[src/sv/bht_pkg.sv]
// ----------------------------------------------------------------------------
// bht_pkg
// Shared types and constants of the bucketed hash table.
// ----------------------------------------------------------------------------
package bht_pkg;

	localparam int KEY_W = 64;
	localparam int VAL_W = 64;
	localparam int CNT_W = 11;
	localparam int CMD_W = 2;
	localparam int STS_W = 2;

	// Written into both key and value of the slot that a remove frees.
	localparam logic [KEY_W-1:0] FILL_PATTERN = 64'h5555_5555_5555_5555;

	typedef enum logic [CMD_W-1:0] {
		CMD_LOOKUP = 2'd0,
		CMD_INSERT = 2'd1,
		CMD_REMOVE = 2'd2
	} cmd_t;

	typedef enum logic [STS_W-1:0] {
		ST_OK        = 2'd0,
		ST_NOT_FOUND = 2'd1,
		ST_FULL      = 2'd2,
		ST_DUP       = 2'd3
	} status_t;

endpackage

[src/sv/bht_match.sv]
// ----------------------------------------------------------------------------
// bht_match
// Compares a key against the occupied slots of one bucket row and returns
// the position of the first match.
// ----------------------------------------------------------------------------
module bht_match #(
	parameter int SLOTS = 8,
	parameter int FW    = 3
) (
	input  logic [SLOTS-1:0][bht_pkg::KEY_W-1:0] keys,
	input  logic [FW-1:0]                        fill,
	input  logic [bht_pkg::KEY_W-1:0]            key,
	output logic                                 hit,
	output logic [FW-1:0]                        pos
);

	logic [SLOTS-1:0] match;

	always_comb begin
		for (int i = 0; i < SLOTS; i++) begin
			match[i] = (keys[i] == key) && (FW'(i) < fill);
		end
	end

	// Scan from the top so that the lowest matching slot wins.
	always_comb begin
		hit = 1'b0;
		pos = '0;
		for (int i = SLOTS - 1; i >= 0; i--) begin
			if (match[i]) begin
				hit = 1'b1;
				pos = FW'(i);
			end
		end
	end

endmodule

[config.mk]
export PLATFORM = sky130hd
export DESIGN_NAME = bht_match
export DESIGN_NICKNAME = d
export VERILOG_FILES = /design/src/sv/bht_pkg.sv /design/src/sv/bht_match.sv
export SDC_FILE = /design/constraint.sdc
export NUM_CORES = 1
export LEC_CHECK = 0
export BUFFER_PORTS_ARGS = -buffer_cell sky130_fd_sc_hd__buf_2
export CORE_AREA = 2 2 226 228
export DETAILED_ROUTE_END_ITERATION = 12
export DIE_AREA = 0 0 228 230
export GPL_ROUTABILITY_DRIVEN = 0
export SYNTH_ARGS = -nofsm -noshare
export SYNTH_HDL_FRONTEND = slang
export SYNTH_SLANG_ARGS = --single-unit
[constraint.sdc]
create_clock -name vclk -period 3.4
set_input_delay 0.68 -clock vclk [all_inputs]
set_output_delay 0.68 -clock vclk [all_outputs]
set_load 0.01 [all_outputs]
==> key figures <==
Route
  – Post-detailed-routing wire length: 58900 um
  – Starting DRT DRC Count: 442
  – Detail-routed via count per cell: 4.12
  – Drc violations: 0
  – Post-route antenna net violation count: 0
  – Via count: 8753
  – Wire per inst: 27.8 um
  – First-pass DRT Iterations: 5

Flow run
  – MaxCap Viol Count: 0

STA
  – Max Fclk: 275 MHz
  – Worst slew pin tran: 0.591 ns
  – Setup ws final: -0.235 ns
  – Worst rel slew slack: 0.603
  – Setup violators final: 4
  – Max Slew Vio Count: 0
  – Fin Hold WS: 2.02 ns
  – Fin crit share: 1.07
  – Final TNS setup: -0.756 ns
  – RSZ-0062 raised after global routing: yes
  – Final Critical Period: 3.64 ns
  – Final hold viol count: 0

Layout
  – Non-filler instance count after layout: 2122
  – Filler cells: 5629
  – Final net count: 2023
  – Synth-to-Final Area Change: 110%
  – Clock buffer cells: 0
  – Multi-input logic area: 5660 um2
  – Seq Cell Count: 0
  – Reg area: 0 um2
  – Fin area: 11800 um2
  – Share of cells above drive strength 1: 0.565

Global routing
  – Largest net degree at the start of global routing: 9
  – GR Layer Usage met1: 0.260
  – Vias in the first global route: 9329
  – First-pass GRT wire length: 76200 um
  – Most Crowded Layer GR: met2
  – Initial antenna violation count: 12
  – Grt met3 use: 0.0308
  – GR Overflow Total: 0
  – GRT met2 Usage: 0.387
  – Total track usage: 0.215

Synthesis
  – Cell variety after synth: 38
  – Synth top area share: 0.290
  – Synthesized instance count: 761
  – Synth Cell Area: 5590 um2
  – Sequential share of the synthesized area: 0
  – Synthesized area per cell: 7.35 um2
  – Yosys warns: 0
  – Cell taking the most area after synthesis: xnor2_1
  – Synth top area cells: xnor2_1 29%, xor2_1 28%, nand4_1 6.8%
  – Synth Net Count: 1340

Power
  – Leakage power: 5.46 nW
  – Worst IR drop on VDD: 0.0771 mV
  – Cell Pwr Density: 135 nW/um2

Critical path
  – Most frequent CP cell: buf_2
  – Crit path max fanout: 3
  – CP Depth: 11
  – WP data required: 2.72 ns
  – Crit path launch: key[6]
  – CP endpoint kind: output port
  – CP max stage delay: 0.40 ns
  – Cell family with the largest share of critical-path delay: simple AND/OR/NAND/NOR gates
  – CP Buf/Inv Count: 4
  – Critical path's slowest cell: xnor2_1
  – CP Class: in -> out
  – Setup crit end: pos[2]
  – CP Launch Type: input pin
  – Worst Path Arrival: 2.96 ns
  – Worst-path cell chain: buf_2 -> buf_12 -> xnor2_1 -> nand4_1 -> buf_4 -> nor4_1 -> and4b_1 -> nand2_2 -> and3b_2 -> nor4_4 -> buf_2

Floorplanning
  – Initial Utilization: 0.112
  – Die W: 228 um
  – Die Y: 230 um
  – IO Pins: 583
  – Total core area: 49900 um2
  – Row count: 82
  – DIE AREA: 52400 um2

Min path
  – Min-Delay Path Class: in -> out

Placed design
  – Dpl hpwl: 53600 um
  – Area after DPL: 10800 um2
  – Dpl cells: 2102
  – Port Buffers: 519

Status
  – Status: complete, but fails checks
  – Violated checks: negative setup slack

Clock network
  – # hold bufs at CTS: 0
## worst min path at each step
stage | start | end | slack, ns | cells after the start
after floorplan | keys[414] | pos[1] | 1.68 | 5
after global placement | keys[77] | hit | 2.03 | 6
after detailed placement | keys[77] | pos[0] | 2.05 | 6
after CTS | keys[77] | pos[0] | 2.02 | 6
after global routing | keys[69] | pos[0] | 2.06 | 6
final | keys[77] | pos[0] | 2.02 | 6
## final cells by class
| cell class | count | share of cell area |
|---|---|---|
| diodes | 8 | 0.00170 |
| inverters | 51 | 0.0169 |
| multi-input cells | 646 | 0.480 |
| well taps | 672 | 0.0714 |
| repair buffers | 745 | 0.430 |
## Yosys cell counts, types with 2 or more instances
cell	instances
or4_1	2
nor3_1	9
nor4_2	4
nor2b_1	21
a21oi_1	3
and3_1	2
o221ai_1	4
and4_1	3
inv_1	51
o22ai_1	15
o2bb2ai_1	7
a22oi_1	9
nand4_1	61
a2111oi_0	6
nor4_1	57
buf_2	58
o2111ai_1	8
xnor2_1	185
nand3_1	6
o21ai_0	4
a221oi_1	8
nand2_1	6
xor2_1	182
a211oi_1	3
buf_6	2
buf_4	2
nor2_1	6
clkbuf_1	2
nand2b_1	24
a22o_1	3
## timing repair
item | 4_1_cts | 5_1_grt
pin swaps | 17 | 34
resized for setup | 96 | 84
setup buffers | 12 | 3
endpoints found under the setup margin | 4 | 4
## report_power, final
| group | switching, mW | internal (mW) |
|---|---|---|
| registers | 0 | 0 |
| logic | 0.800 | 0.787 |
| clock network | 0 | 0.000000265 |
| total | 0.800 | 0.787 |
## cell families (layout without fill, tap and decap cells)
family,after synthesis,after routing,share of synthesized area
xor+xnor,368,368,0.577
simple gates,204,204,0.227
buf+inv,115,796,0.0942
compound gates,74,74,0.102
other cells,0,8,0
## layout by cell type, fill, tap and decap left out, types with 3 or more instances in the layout
cell | netlist | routed
buf_2 | 58 | 478
buf_4 | 2 | 192
xor2_1 | 182 | 175
xnor2_1 | 185 | 169
nand4_1 | 61 | 61
inv_1 | 51 | 48
buf_12 | 0 | 42
nor4_1 | 57 | 33
buf_6 | 2 | 24
nand2b_1 | 24 | 23
nor2b_1 | 21 | 21
nor4_2 | 4 | 16
o22ai_1 | 15 | 15
xnor2_2 | 1 | 15
nor4_4 | 0 | 12
a22oi_1 | 9 | 9
diode_2 | 0 | 8
nor3_1 | 9 | 8
a221oi_1 | 8 | 8
o2111ai_1 | 8 | 8
o2bb2ai_1 | 7 | 7
nor2_1 | 6 | 6
buf_8 | 0 | 6
nand3_1 | 6 | 5
nand2_1 | 6 | 4
o21ai_0 | 4 | 4
xor2_2 | 0 | 4
a2111oi_1 | 1 | 4
a22o_1 | 3 | 3
and4_1 | 3 | 3
o221ai_1 | 4 | 3
xor2_4 | 0 | 3
clkbuf_4 | 0 | 3
## per-layer routing
layer,wire (um),share of wire
met1,24300,0.41
met5,23,0.00039
met3,3680,0.062
met2,28400,0.48
met4,2600,0.044
## tightest hold or removal path, cell delays in order
cell and delay, ns:
buf_2 0.09, a221oi_1 0.08, nand4_1 0.13, or4_4 0.18
a21boi_4 0.07, buf_6 0.12
## stage by stage
step	utilization	setup WS, ns	power (mW)
after detailed placement	0.217	-0.941	1.48
after floorplan	-	0.447	0.560
after CTS	0.228	-0.325	1.55
final	0.236	-0.235	1.59
after global placement	0.217	-1.01	1.47
after global routing	0.236	-0.373	1.69
Note: power is estimated with default switching activity, not from simulation.
